## config.mk

```make
export PLATFORM = sky130hd
export DESIGN_NAME = block_buffer_cache_policy
export DESIGN_NICKNAME = d
export VERILOG_FILES = /design/src/bbc_pkg.sv /design/src/bbc_tag_ram.sv /design/src/block_buffer_cache_policy.sv
export SDC_FILE = /design/constraint.sdc
export NUM_CORES = 1
export LEC_CHECK = 0
export BUFFER_PORTS_ARGS = -buffer_cell sky130_fd_sc_hd__buf_2
export CAP_MARGIN = 10
export CORE_UTILIZATION = 40
export CTS_CLUSTER_DIAMETER = 100
export DETAILED_ROUTE_END_ITERATION = 10
export PLACE_DENSITY = 0.55
export SLEW_MARGIN = 20
export SYNTH_ARGS = -nofsm -noshare
export SYNTH_HDL_FRONTEND = slang
export SYNTH_SLANG_ARGS = --single-unit
```

## constraint.sdc

```tcl
create_clock -name i_clk -period 6.23 [get_ports i_clk]
set_clock_uncertainty 0.05 [all_clocks]
set_input_delay 1.246 -clock i_clk [delete_from_list [all_inputs] [get_ports i_clk]]
set_output_delay 1.246 -clock i_clk [all_outputs]
set_load 0.02 [all_outputs]
```

## src/bbc_pkg.sv

```systemverilog
// ----------------------------------------------------------------------------
// bbc_pkg
// Types, codes and the drive unit mapping shared by the block buffer cache
// policy modules.
// ----------------------------------------------------------------------------
package bbc_pkg;

    localparam logic [2:0] FUNC_GET   = 3'd0;
    localparam logic [2:0] FUNC_PUT   = 3'd1;
    localparam logic [2:0] FUNC_DIRTY = 3'd2;
    localparam logic [2:0] FUNC_FAIL  = 3'd3;
    localparam logic [2:0] FUNC_SYNC  = 3'd4;

    localparam logic [1:0] KIND_STATUS = 2'd0;
    localparam logic [1:0] KIND_WBACK  = 2'd1;
    localparam logic [1:0] KIND_READ   = 2'd2;

    localparam logic [1:0] ST_OK      = 2'd0;
    localparam logic [1:0] ST_NODEV   = 2'd1;
    localparam logic [1:0] ST_NOFREE  = 2'd2;
    localparam logic [1:0] ST_PUTINV  = 2'd3;

    localparam logic [1:0] DEV_FLOPPY = 2'd0;
    localparam logic [1:0] DEV_DISK   = 2'd1;
    localparam logic [1:0] DEV_LOOP   = 2'd2;

    localparam logic [1:0] CFG_LOOP_BASE    = 2'd0;
    localparam logic [1:0] CFG_FLOPPY_UNITS = 2'd1;
    localparam logic [1:0] CFG_DISK_UNITS   = 2'd2;
    localparam logic [1:0] CFG_LOOP_UNITS   = 2'd3;

    localparam logic [7:0] RST_LOOP_BASE    = 8'd240;
    localparam logic [7:0] RST_FLOPPY_UNITS = 8'd2;
    localparam logic [7:0] RST_DISK_UNITS   = 8'd1;
    localparam logic [7:0] RST_LOOP_UNITS   = 8'd0;

    typedef struct packed {
        logic [2:0]  func;
        logic [7:0]  drive_unit;
        logic [31:0] block_number;
        logic        overwrite;
        logic [2:0]  slot_in;
    } t_in_item;

    typedef struct packed {
        logic [1:0]  kind;
        logic [1:0]  status;
        logic [2:0]  slot_out;
        logic [1:0]  device;
        logic [7:0]  device_unit;
        logic [31:0] command_block;
        logic        last;
    } t_out_item;

    typedef struct packed {
        logic [7:0] loop_base;
        logic [7:0] floppy_units;
        logic [7:0] disk_units;
        logic [7:0] loop_units;
    } t_cfg;

    typedef struct packed {
        logic       present;
        logic [1:0] device;
        logic [7:0] unit;
    } t_map;

    function automatic t_map map_unit(input logic [7:0] u, input t_cfg cfg);
        t_map       m;
        logic [7:0] n;
        n = 8'd0;
        if (u >= cfg.loop_base) begin
            n         = u - cfg.loop_base;
            m.device  = DEV_LOOP;
            m.present = (n < cfg.loop_units);
        end else if (u[7]) begin
            n         = {1'b0, u[6:0]};
            m.device  = DEV_DISK;
            m.present = (n < cfg.disk_units);
        end else begin
            n         = u;
            m.device  = DEV_FLOPPY;
            m.present = (n < cfg.floppy_units);
        end
        m.unit = n;
        return m;
    endfunction

endpackage

```

## src/bbc_tag_ram.sv

```systemverilog
// ----------------------------------------------------------------------------
// bbc_tag_ram
// Tag store: unit and block number of each slot, one write and one
// registered read per cycle.
// ----------------------------------------------------------------------------
module bbc_tag_ram #(
    parameter int SLOTS = 8
) (
    input  logic                     i_clk,
    input  logic                     i_we,
    input  logic [$clog2(SLOTS)-1:0] i_waddr,
    input  logic [7:0]               i_wunit,
    input  logic [31:0]              i_wblock,
    input  logic [$clog2(SLOTS)-1:0] i_raddr,
    output logic [7:0]               o_runit,
    output logic [31:0]              o_rblock
);
    logic [39:0] r_mem [SLOTS];
    logic [39:0] r_rdata;

    always_ff @(posedge i_clk) begin
        if (i_we) begin
            r_mem[i_waddr] <= {i_wunit, i_wblock};
        end
        r_rdata <= r_mem[i_raddr];
    end

    assign o_runit  = r_rdata[39:32];
    assign o_rblock = r_rdata[31:0];
endmodule

```

## src/block_buffer_cache_policy.sv

```systemverilog
// ----------------------------------------------------------------------------
// block_buffer_cache_policy
// Tag and replacement control for a ring of disk block cache slots.
//
//   channel  | signals                              | direction
//   ---------+--------------------------------------+----------
//   request  | i_in_valid, o_in_stall, i_in_data    | in
//   result   | o_out_valid, i_out_stall, o_out_data | out
//   config   | i_cfg_we, i_cfg_index, i_cfg_data    | in
//
// One request at a time. Get walks the ring one slot per cycle through the
// tag RAM read port. Results leave through a single output register; a
// stalled output holds the sequencer. Reset is synchronous and needs no
// clearing pass.
// ----------------------------------------------------------------------------
module block_buffer_cache_policy #(
    parameter int SLOTS = 8
) (
    input  logic               i_clk,
    input  logic               i_rst_n,
    input  logic               i_in_valid,
    output logic               o_in_stall,
    input  bbc_pkg::t_in_item  i_in_data,
    output logic               o_out_valid,
    input  logic               i_out_stall,
    output bbc_pkg::t_out_item o_out_data,
    input  logic               i_cfg_we,
    input  logic [1:0]         i_cfg_index,
    input  logic [7:0]         i_cfg_data
);
    import bbc_pkg::*;

    localparam int SW  = $clog2(SLOTS);
    localparam int SLW = (SW > 3) ? SW : 3;
    localparam logic [SW-1:0] LAST_SLOT = SW'(SLOTS - 1);

    typedef enum logic [2:0] {
        S_IDLE, S_SEARCH, S_VICTIM, S_READ, S_SYNC, S_DONE
    } t_state;

    t_state      r_state, n_state;
    t_cfg        r_cfg;
    t_in_item    r_req, n_req;
    t_map        r_map, n_map;
    logic [SLOTS-1:0] r_valid, n_valid, r_busy, n_busy, r_dirty, n_dirty;
    logic [SW-1:0] r_head, n_head, r_scan, n_scan, r_cnt, n_cnt;
    logic [SW-1:0] r_victim, n_victim, r_slot, n_slot;
    logic        r_found, n_found;
    logic [1:0]  r_status, n_status;
    t_out_item   r_out, n_out;
    logic        r_out_valid, n_out_valid;

    logic [7:0]  w_runit;
    logic [31:0] w_rblock;
    logic        w_we;
    t_map        w_in_map, w_tag_map;
    logic [SLW-1:0] w_sl_ext, w_slot_ext, w_scan_ext;
    logic [SW-1:0]  w_sl;
    logic        w_sl_ok, w_out_free, w_hit, w_accept;

    bbc_tag_ram #(.SLOTS(SLOTS)) u_tag_ram (
        .i_clk    (i_clk),
        .i_we     (w_we),
        .i_waddr  (r_scan),
        .i_wunit  (r_req.drive_unit),
        .i_wblock (r_req.block_number),
        .i_raddr  (n_scan),
        .o_runit  (w_runit),
        .o_rblock (w_rblock)
    );

    assign w_in_map   = map_unit(i_in_data.drive_unit, r_cfg);
    assign w_tag_map  = map_unit(w_runit, r_cfg);
    assign w_sl_ext   = SLW'(i_in_data.slot_in);
    assign w_sl       = w_sl_ext[SW-1:0];
    assign w_sl_ok    = (32'(w_sl_ext) < 32'(SLOTS));
    assign w_slot_ext = SLW'(r_slot);
    assign w_scan_ext = SLW'(r_scan);
    assign w_out_free = !r_out_valid || !i_out_stall;
    assign w_accept   = i_in_valid && (r_state == S_IDLE);
    assign w_hit      = r_valid[r_scan] && (w_runit == r_req.drive_unit)
                        && (w_rblock == r_req.block_number);
    assign w_we       = (r_state == S_VICTIM) && w_out_free;

    assign o_in_stall  = (r_state != S_IDLE);
    assign o_out_valid = r_out_valid;
    assign o_out_data  = r_out;

    always_comb begin
        n_state     = r_state;
        n_req       = r_req;
        n_map       = r_map;
        n_valid     = r_valid;
        n_busy      = r_busy;
        n_dirty     = r_dirty;
        n_head      = r_head;
        n_scan      = r_scan;
        n_cnt       = r_cnt;
        n_victim    = r_victim;
        n_slot      = r_slot;
        n_found     = r_found;
        n_status    = r_status;
        n_out       = r_out;
        n_out_valid = r_out_valid && i_out_stall;

        case (r_state)
            S_IDLE: begin
                if (w_accept) begin
                    n_req   = i_in_data;
                    n_map   = w_in_map;
                    n_slot  = '0;
                    n_cnt   = '0;
                    n_found = 1'b0;
                    case (i_in_data.func)
                        FUNC_GET: begin
                            if (!w_in_map.present) begin
                                n_status = ST_NODEV;
                                n_state  = S_DONE;
                            end else begin
                                n_scan  = r_head;
                                n_state = S_SEARCH;
                            end
                        end
                        FUNC_PUT: begin
                            if (!w_sl_ok || !r_busy[w_sl]) begin
                                n_status = ST_PUTINV;
                            end else begin
                                n_status     = ST_OK;
                                n_busy[w_sl] = 1'b0;
                            end
                            n_state = S_DONE;
                        end
                        FUNC_DIRTY: begin
                            if (w_sl_ok && r_valid[w_sl]) begin
                                n_dirty[w_sl] = 1'b1;
                            end
                        end
                        FUNC_FAIL: begin
                            if (w_sl_ok) begin
                                n_valid[w_sl] = 1'b0;
                                n_busy[w_sl]  = 1'b0;
                                n_dirty[w_sl] = 1'b0;
                            end
                        end
                        FUNC_SYNC: begin
                            n_scan   = r_head;
                            n_status = ST_OK;
                            n_state  = S_SYNC;
                        end
                        default: begin
                        end
                    endcase
                end
            end
            S_SEARCH: begin
                if (w_hit) begin
                    n_busy[r_scan] = 1'b1;
                    n_slot         = r_scan;
                    n_status       = ST_OK;
                    n_state        = S_DONE;
                end else begin
                    if (!r_found && !r_busy[r_scan]) begin
                        n_found  = 1'b1;
                        n_victim = r_scan;
                    end
                    if (r_cnt == LAST_SLOT) begin
                        if (n_found) begin
                            n_scan  = n_victim;
                            n_state = S_VICTIM;
                        end else begin
                            n_status = ST_NOFREE;
                            n_state  = S_DONE;
                        end
                    end else begin
                        n_cnt  = r_cnt + SW'(1);
                        n_scan = (r_scan == LAST_SLOT) ? '0 : r_scan + SW'(1);
                    end
                end
            end
            S_VICTIM: begin
                if (w_out_free) begin
                    if (r_valid[r_scan] && r_dirty[r_scan] && w_tag_map.present) begin
                        n_out.kind          = KIND_WBACK;
                        n_out.status        = ST_OK;
                        n_out.slot_out      = w_scan_ext[2:0];
                        n_out.device        = w_tag_map.device;
                        n_out.device_unit   = w_tag_map.unit;
                        n_out.command_block = w_rblock;
                        n_out.last          = 1'b0;
                        n_out_valid         = 1'b1;
                    end
                    n_valid[r_scan] = 1'b1;
                    n_busy[r_scan]  = 1'b1;
                    n_dirty[r_scan] = 1'b0;
                    n_head   = (r_scan == LAST_SLOT) ? '0 : r_scan + SW'(1);
                    n_status = ST_OK;
                    n_state  = r_req.overwrite ? S_DONE : S_READ;
                end
            end
            S_READ: begin
                if (w_out_free) begin
                    n_out.kind          = KIND_READ;
                    n_out.status        = ST_OK;
                    n_out.slot_out      = w_slot_ext[2:0];
                    n_out.device        = r_map.device;
                    n_out.device_unit   = r_map.unit;
                    n_out.command_block = r_req.block_number;
                    n_out.last          = 1'b0;
                    n_out_valid         = 1'b1;
                    n_state             = S_DONE;
                end
            end
            S_SYNC: begin
                if (!(r_valid[r_scan] && r_dirty[r_scan])) begin
                    n_cnt  = r_cnt + SW'(1);
                    n_scan = (r_scan == LAST_SLOT) ? '0 : r_scan + SW'(1);
                end else if (w_out_free) begin
                    n_dirty[r_scan] = 1'b0;
                    if (w_tag_map.present) begin
                        n_out.kind          = KIND_WBACK;
                        n_out.status        = ST_OK;
                        n_out.slot_out      = w_scan_ext[2:0];
                        n_out.device        = w_tag_map.device;
                        n_out.device_unit   = w_tag_map.unit;
                        n_out.command_block = w_rblock;
                        n_out.last          = 1'b0;
                        n_out_valid         = 1'b1;
                    end
                    n_cnt  = r_cnt + SW'(1);
                    n_scan = (r_scan == LAST_SLOT) ? '0 : r_scan + SW'(1);
                end
                if (r_cnt == LAST_SLOT && n_cnt != r_cnt) begin
                    n_cnt   = '0;
                    n_state = S_DONE;
                end
            end
            S_DONE: begin
                if (w_out_free) begin
                    n_out.kind          = KIND_STATUS;
                    n_out.status        = r_status;
                    n_out.slot_out      = w_slot_ext[2:0];
                    n_out.device        = DEV_FLOPPY;
                    n_out.device_unit   = 8'd0;
                    n_out.command_block = 32'd0;
                    n_out.last          = 1'b1;
                    n_out_valid         = 1'b1;
                    n_state             = S_IDLE;
                end
            end
            default: begin
                n_state = S_IDLE;
            end
        endcase

        // victim slot is reported by the read and final status
        if (r_state == S_VICTIM && w_out_free) begin
            n_slot = r_scan;
        end
    end

    always_ff @(posedge i_clk) begin
        if (!i_rst_n) begin
            r_state       <= S_IDLE;
            r_valid       <= '0;
            r_busy        <= '0;
            r_dirty       <= '0;
            r_head        <= '0;
            r_scan        <= '0;
            r_cnt         <= '0;
            r_found       <= 1'b0;
            r_out_valid   <= 1'b0;
            r_cfg.loop_base    <= RST_LOOP_BASE;
            r_cfg.floppy_units <= RST_FLOPPY_UNITS;
            r_cfg.disk_units   <= RST_DISK_UNITS;
            r_cfg.loop_units   <= RST_LOOP_UNITS;
        end else begin
            r_state     <= n_state;
            r_valid     <= n_valid;
            r_busy      <= n_busy;
            r_dirty     <= n_dirty;
            r_head      <= n_head;
            r_scan      <= n_scan;
            r_cnt       <= n_cnt;
            r_found     <= n_found;
            r_out_valid <= n_out_valid;
            if (i_cfg_we) begin
                case (i_cfg_index)
                    CFG_LOOP_BASE:    r_cfg.loop_base    <= i_cfg_data;
                    CFG_FLOPPY_UNITS: r_cfg.floppy_units <= i_cfg_data;
                    CFG_DISK_UNITS:   r_cfg.disk_units   <= i_cfg_data;
                    CFG_LOOP_UNITS:   r_cfg.loop_units   <= i_cfg_data;
                    default: begin
                    end
                endcase
            end
        end
        r_req    <= n_req;
        r_map    <= n_map;
        r_victim <= n_victim;
        r_slot   <= n_slot;
        r_status <= n_status;
        r_out    <= n_out;
    end
endmodule

```

# [Yosys cells after proc, flatten, opt, wreduce, memory -nomap -nowiden]
# Memories as Yosys holds them, arrays and structs flattened. A register that Yosys moved wholly into a read port is not among the register bits.
# Cells that the tools add are included.
[word_totals] ff_bits=179 ramBits=320 inputBits=62 output_inout_bits=52 elab_cells=242 n_memories=1
[classes] add_sub_neg=4 magnitude_cmp=12 eq_ne=40 mux=102 bitwise_logic=10 n_reduce_logical=44
[mem_list] memory="u_tag_ram.r_mem" depth=8 word_bits=40 rd=1 rd_ports_with_merged_regs=1 write_ports=1 line="bbc_tag_ram.sv:18" text="logic [39:0] r_mem [SLOTS];"
[ops] operator="two-way mux 50 bit" count=7
[ops] operator="case mux 50 bit (4 select lines)" count=1
[ops] operator="two-way mux 3 bit" count=32
[ops] operator="two-way mux 8 bit" count=12
[ops] operator="case mux 8 bit (2 select lines)" count=3
[ops] operator="case mux 8 bit (3 select lines)" count=2
[ops] operator="bitwise AND 8 bit" count=4
[ops] operator="== test 32 bit" count=1
[ops] operator="< comparator 8 bit" count=4
[ops] operator="case mux 3 bit (3 select lines)" count=3
[ops] operator="!= test 2 bit (second input constant)" count=12
[ops] operator="bitwise OR 8 bit" count=3
[ops] operator="two-way mux 1 bit" count=20
[ops] operator="case mux 3 bit (6 select lines)" count=1
[ops] operator="greater-or-equal comparator 8 bit" count=2
[ops] operator="< comparator 7 x 8 -> 1 bit" count=2
[ops] operator="NOT 8 bit" count=2
[ops] operator="subtractor 8 bit" count=2
[ops] operator="binary-select mux 1 bit (select 3 bit)" count=5
[ops] operator="== test 3 bit (second input constant)" count=5
[ops] operator="!= test 3 bit (second input constant)" count=5
[ops] operator="nonzero test 3 bit" count=5
[ops] operator="two-way mux 2 bit" count=7
[ops] operator="AND reduction 2 bit" count=7
[ops] operator="34 further kinds" count=65

# [Longest topological paths before layout]
[logic_depth] word_depth=11 ltp_mapped=24 depth_no_buf=21

# [By module]
# From an unflattened synthesis, not the netlist that was laid out.
[unflattened] cells_unflattened=1492 hier_area_um2=23104.7
[modules_own_cells] module="bbc_tag_ram" n_inst=1 cells_per_inst=515 area_each_um2=13171.4 seq_area_each_um2=10410.0
[modules_own_cells] module="block_buffer_cache_policy" n_inst=1 cells_per_inst=977 area_each_um2=9933.3 seq_area_each_um2=4674.5

# [Worst setup path before layout]
# No wires, ideal clock.
[synth_path] path_type="input-to-reg" start="input i_out_stall" end="memory u_tag_ram.r_mem[0][0], enable pin" setup_time_ns=0.537 t_arrival_ns=5.559 required_time_ns=5.643 slack_ns=0.084 stages=4 path_buffers=1 cell_sequence="nand2_1 > nand2_1 > clkbuf_1 > nor4_1"
[synth_via] elab_chain_cells=5
[synth_lines] element="from (decl)" line="block_buffer_cache_policy.sv:25" text="input logic i_out_stall,"
[synth_lines] element="zero test 1 bit" line="block_buffer_cache_policy.sv:79" text="assign w_out_free = !r_out_valid || !i_out_stall;"
[synth_lines] element="logical OR 1 bit" line="block_buffer_cache_policy.sv:79"
[synth_lines] element="logical AND 1 bit" line="block_buffer_cache_policy.sv:83" text="assign w_we = (r_state == S_VICTIM) && w_out_free;"
[synth_lines] element="two-way mux 1 bit" line="bbc_tag_ram.sv:22" text="if (i_we) begin"
[synth_lines] element="two-way mux 1 bit (not written as such)" line="bbc_tag_ram.sv:23" text="r_mem[i_waddr] <= {i_wunit, i_wblock};"
[synth_lines] element="to (decl)" line="bbc_tag_ram.sv:18"
# Every way passes these cells.

# [Worst setup path in the final report]
[layout_path] start="input i_in_data[36] in the netlist's numbering" end="register u_tag_ram.r_rdata[25] (read register of u_tag_ram.r_mem)"
[layout_via] elab_chain_cells=7 word_cells_on_any_way=11 cone_classes="add/sub: 1; order compare: 4; mux: 6"
[layout_lines] element="from (decl)" line="block_buffer_cache_policy.sv:23" text="input bbc_pkg::t_in_item i_in_data,"
[layout_lines] element="subtractor 8 bit, or another cell as far along" line="bbc_pkg.sv:73" text="n = u - cfg.loop_base;"
[layout_lines] element="< comparator 8 bit / two-way mux 3 bit (equally long branches)" line="bbc_pkg.sv:75, bbc_pkg.sv:76"
[layout_lines] element="two-way mux 3 bit (*)" line="bbc_pkg.sv:72" text="if (u >= cfg.loop_base) begin"
[layout_lines] element="two-way mux 3 bit (*)" line="block_buffer_cache_policy.sv:116" text="if (!w_in_map.present) begin"
[layout_lines] element="case mux 3 bit (2 select lines) (*)" line="block_buffer_cache_policy.sv:114" text="case (i_in_data.func)"
[layout_lines] element="two-way mux 3 bit (*)" line="block_buffer_cache_policy.sv:108" text="if (w_accept) begin"
[layout_lines] element="case mux 3 bit (3 select lines) (*)" line="block_buffer_cache_policy.sv:106" text="case (r_state)"
[layout_lines] element="to (decl)" line="bbc_tag_ram.sv:19" text="logic [39:0] r_rdata;"
# Mark *: on every way between the ends. The rest lies on a longest branch, timed or not.
# A chain may end at the register's enable or synchronous reset.

==> run summary <==
Status -> complete, no violations
Final Wtd Congestion -> 0.846
Crit path launch type -> input pin
Routed wire per std cell -> 21.4 um
Worst EP required -> 6.69 ns
CP bufs+invs -> 5
GRT Total Usage -> 0.187
Clock H-tree levels -> 2
Worst hold endpoint -> r_cfg[19]
Drt pass-1 iters -> 5
Antenna violations before repair -> 0
Placed cell area -> 0.0248 mm2
Post-route cell area -> 0.0267 mm2
Post-synth EDFFs -> 429
# rows -> 88
Max_cap viols -> 0
Worst EP arrival -> 5.82 ns
Antenna Cells -> 0
Via count -> 13800
Most common cell after layout, fill and taps aside -> edfxtp_1
Worst Hold Depth -> 2
Starting Density -> 0.406
Maximum vdd drop -> 247 uV
Worst Hold Class -> reg -> reg
Critical R2R Capture -> u_tag_ram.r_rdata[25]
First-pass GRT wire length -> 84300 um
Ranking of synthesized cells by area -> edfxtp_1, mux2i_1, dfxtp_1
Cell Chain, Critical Path -> buf_2, inv_1, ha_1, inv_1, fa_1, a21o_1, a21oi_1, o21bai_1, a21oi_1, xnor2_1, ha_1, nand2_1, o41ai_1, nand2b_1, o211ai_1, nand3b_1, a221o_1, nand2_1, o2111ai_4, buf_4, buf_4, mux2_2
CTS buffer count -> 58
Post-CTS sizing -> 0
Die width -> 244 um
Hpwl dp -> 34300 um
Post-CTS Setup Bufs -> 0
Rel. slew slack -> 0.309
Setup tns final -> 0 ns
Primary FF master, synth -> edfxtp_1
Root buffer selected by CTS -> clkbuf_16
Worst slew pin tran -> 1.04 ns
Max-slew violation count -> 0
Post-route minimum period -> 5.36 ns
Syn_nets -> 1784
Initial DRC Count -> 913
P per Cell Area -> 444 mW/mm2
Sequential cell area fraction in the yosys report -> 0.643
FFs w/ async S/R, synth -> 0
Synthesized flop and latch total -> 539
DRC -> 0
Worst r2r path cells -> 21
CTS tree -> done
Pin count of the biggest net entering global routing -> 62
Clock-pin slew on the worst setup and hold paths -> 0.06 ns
Die height -> 244 um
Pleak -> 9.83 nW
Setup-failing EPs final -> 0
Clock tree buffer depth -> 3
Hold Buf Count CTS -> 0
Crit-path slowest cell -> buf_4
Hold_sp -> r_cfg[19]
Post-synth top area cell -> edfxtp_1
Drt total wl -> 55500 um
Fin crit share -> 0.860
Core area -> 0.0578 mm2
Reg-to-reg critical path startpoint -> r_cfg[25]
Crit Path Category -> in -> reg
DIE AREA -> 0.0596 mm2
Fin. Hold Viols -> 0
Commonest non-fill, non-tap cells in the layout -> edfxtp_1, mux2i_1, buf_2
Delay-heaviest family, CP -> compound AO/OA/AOI/OAI gates
RSZ-0062 raised after global routing -> no
YS warnings -> 0
Mapped Avg Cell Area -> 14.1 um2
DR vias/cell -> 5.30
Layout cells sized above 1 -> 0.169
Reg2Reg Setup Slack -> 1.20 ns
Count of distinct cell types in the synthesized netlist -> 72
Critical Path Max Stage Delay -> 0.53 ns
Fin nets -> 1907
Mapped Area -> 0.0235 mm2
IO Port Bufs -> 113
Synth top area share -> 0.549
Layout area overhead -> 13.6%
Largest fanout on the critical path -> 30
Via count of the first global-routing pass -> 13900
I/O pin cnt -> 114
Grt ovf -> 0
Fmax -> 187 MHz
Clk_lat worst skew -> 0.63 ns
Routed Antenna Nets -> 0
Post-Syn Instances -> 1660
Crit end category -> flop
Clk sink count -> 539
## routing by layer
| layer | global-route usage | vias to the layer above | share of wire |
|---|---|---|---|
| li1 | - | 6532 | - |
| met1 | 0.261 | 6828 | 0.47 |
| met2 | 0.298 | 319 | 0.46 |
| met3 | 0.0288 | 74 | 0.048 |
| met4 | 0.0570 | 0 | 0.021 |
| met5 | 0 | - | 0 |
## worst max path at each step
stage / to / slack (ns) / cells after the start / startpoint
final: u_tag_ram.r_rdata[25] / 0.87 / 22 / i_in_data[36]
after global routing: u_tag_ram.r_rdata[17] / 0.53 / 22 / i_in_data[36]
after CTS: u_tag_ram.r_rdata[25] / 0.87 / 22 / i_in_data[36]
after detailed placement: u_tag_ram.r_rdata[17] / 0.21 / 22 / i_in_data[36]
after global placement: u_tag_ram.r_rdata[23] / 0.24 / 21 / i_in_data[37]
after floorplan: u_tag_ram.r_mem[0][0] / 0.08 / 4 / i_out_stall
## cell families after synthesis
| group | after synthesis | share of synthesized area |
|---|---|---|
| AO/OA/AOI/OAI | 279 | 0.0792 |
| buffers and inverters | 127 | 0.0309 |
| adder cells (fa/ha/maj) | 62 | 0.0337 |
| AND/OR/NAND/NOR | 287 | 0.0572 |
| flip-flops | 539 | 0.643 |
| XOR/XNOR | 51 | 0.0190 |
| multiplexers | 315 | 0.137 |
## stage by stage
stage / hold WS (ns) / instances / worst slack [ns] / power [W] / utilization
after detailed placement: 0.400 / 2488 / 0.210 / 0.00869 / 0.430
after CTS: 0.408 / 2597 / 0.867 / 0.0120 / 0.461
after floorplan: 0.379 / 1660 / 0.0842 / 0.00784 / -
final: 0.404 / 2597 / 0.873 / 0.0118 / 0.461
after global routing: 0.418 / 2597 / 0.528 / 0.0124 / 0.461
after global placement: 0.395 / 2488 / 0.242 / 0.00864 / 0.430
## flip-flops by register name, indices dropped and copies added (netlist names), named ones only
register / flops
r_busy: 8
u_tag_ram.r_mem: 320
r_head: 3
r_map: 10
r_scan: 3
u_tag_ram.r_rdata: 40
r_state: 3
r_cfg: 32
r_cnt: 3
r_req: 41
r_slot: 3
r_status: 2
o_out_data: 50
r_valid: 8
o_out_valid: 1
r_found: 1
## report_power, final
part	total, W	internal (W)	switching [W]
Combinational	0.00371	0.00170	0.00201
Sequential	0.00487	0.00446	0.000415
Clock	0.00326	0.00185	0.00141
Total	0.0118	0.00800	0.00384
## worst register-to-register path, cell delays in order (launching register included)
cell	delay [ns]
dfxtp_1	0.29
inv_1	0.20
ha_1	0.30
a21o_1	0.16
a21o_1	0.20
a21oi_1	0.15
o21bai_1	0.10
a21o_1	0.19
a21oi_1	0.17
xnor2_1	0.10
ha_1	0.30
nand2_1	0.07
o41ai_1	0.51
nand2b_1	0.19
o211ai_1	0.14
nand3b_1	0.14
a221o_1	0.21
nand2_1	0.11
o2111ai_4	0.09
buf_4	0.53
buf_4	0.36
mux2_2	0.37
## cell usage after synthesis (all sizes together) (11+ instances only)
master	number
nand2	101
a21oi	79
nor2b	11
nand4	13
nor2	69
buf	27
ha	60
nor3	16
o21ai	67
nand3	22
xnor2	45
nand2b	14
a21o	23
a22o	33
mux2	53
clkbuf	51
edfxtp	429
mux2i	262
dfxtp	110
inv	49
## cell type report
cell class,instances,area [um2]
fillers,5181,31100
flip-flops and latches,539,15100
multi-input cells,994,7770
clock buffers,83,1620
well taps,765,957
repair buffers,141,851
clock inverters,26,196
inverters,49,184
Note: power is estimated with default switching activity, not from simulation.
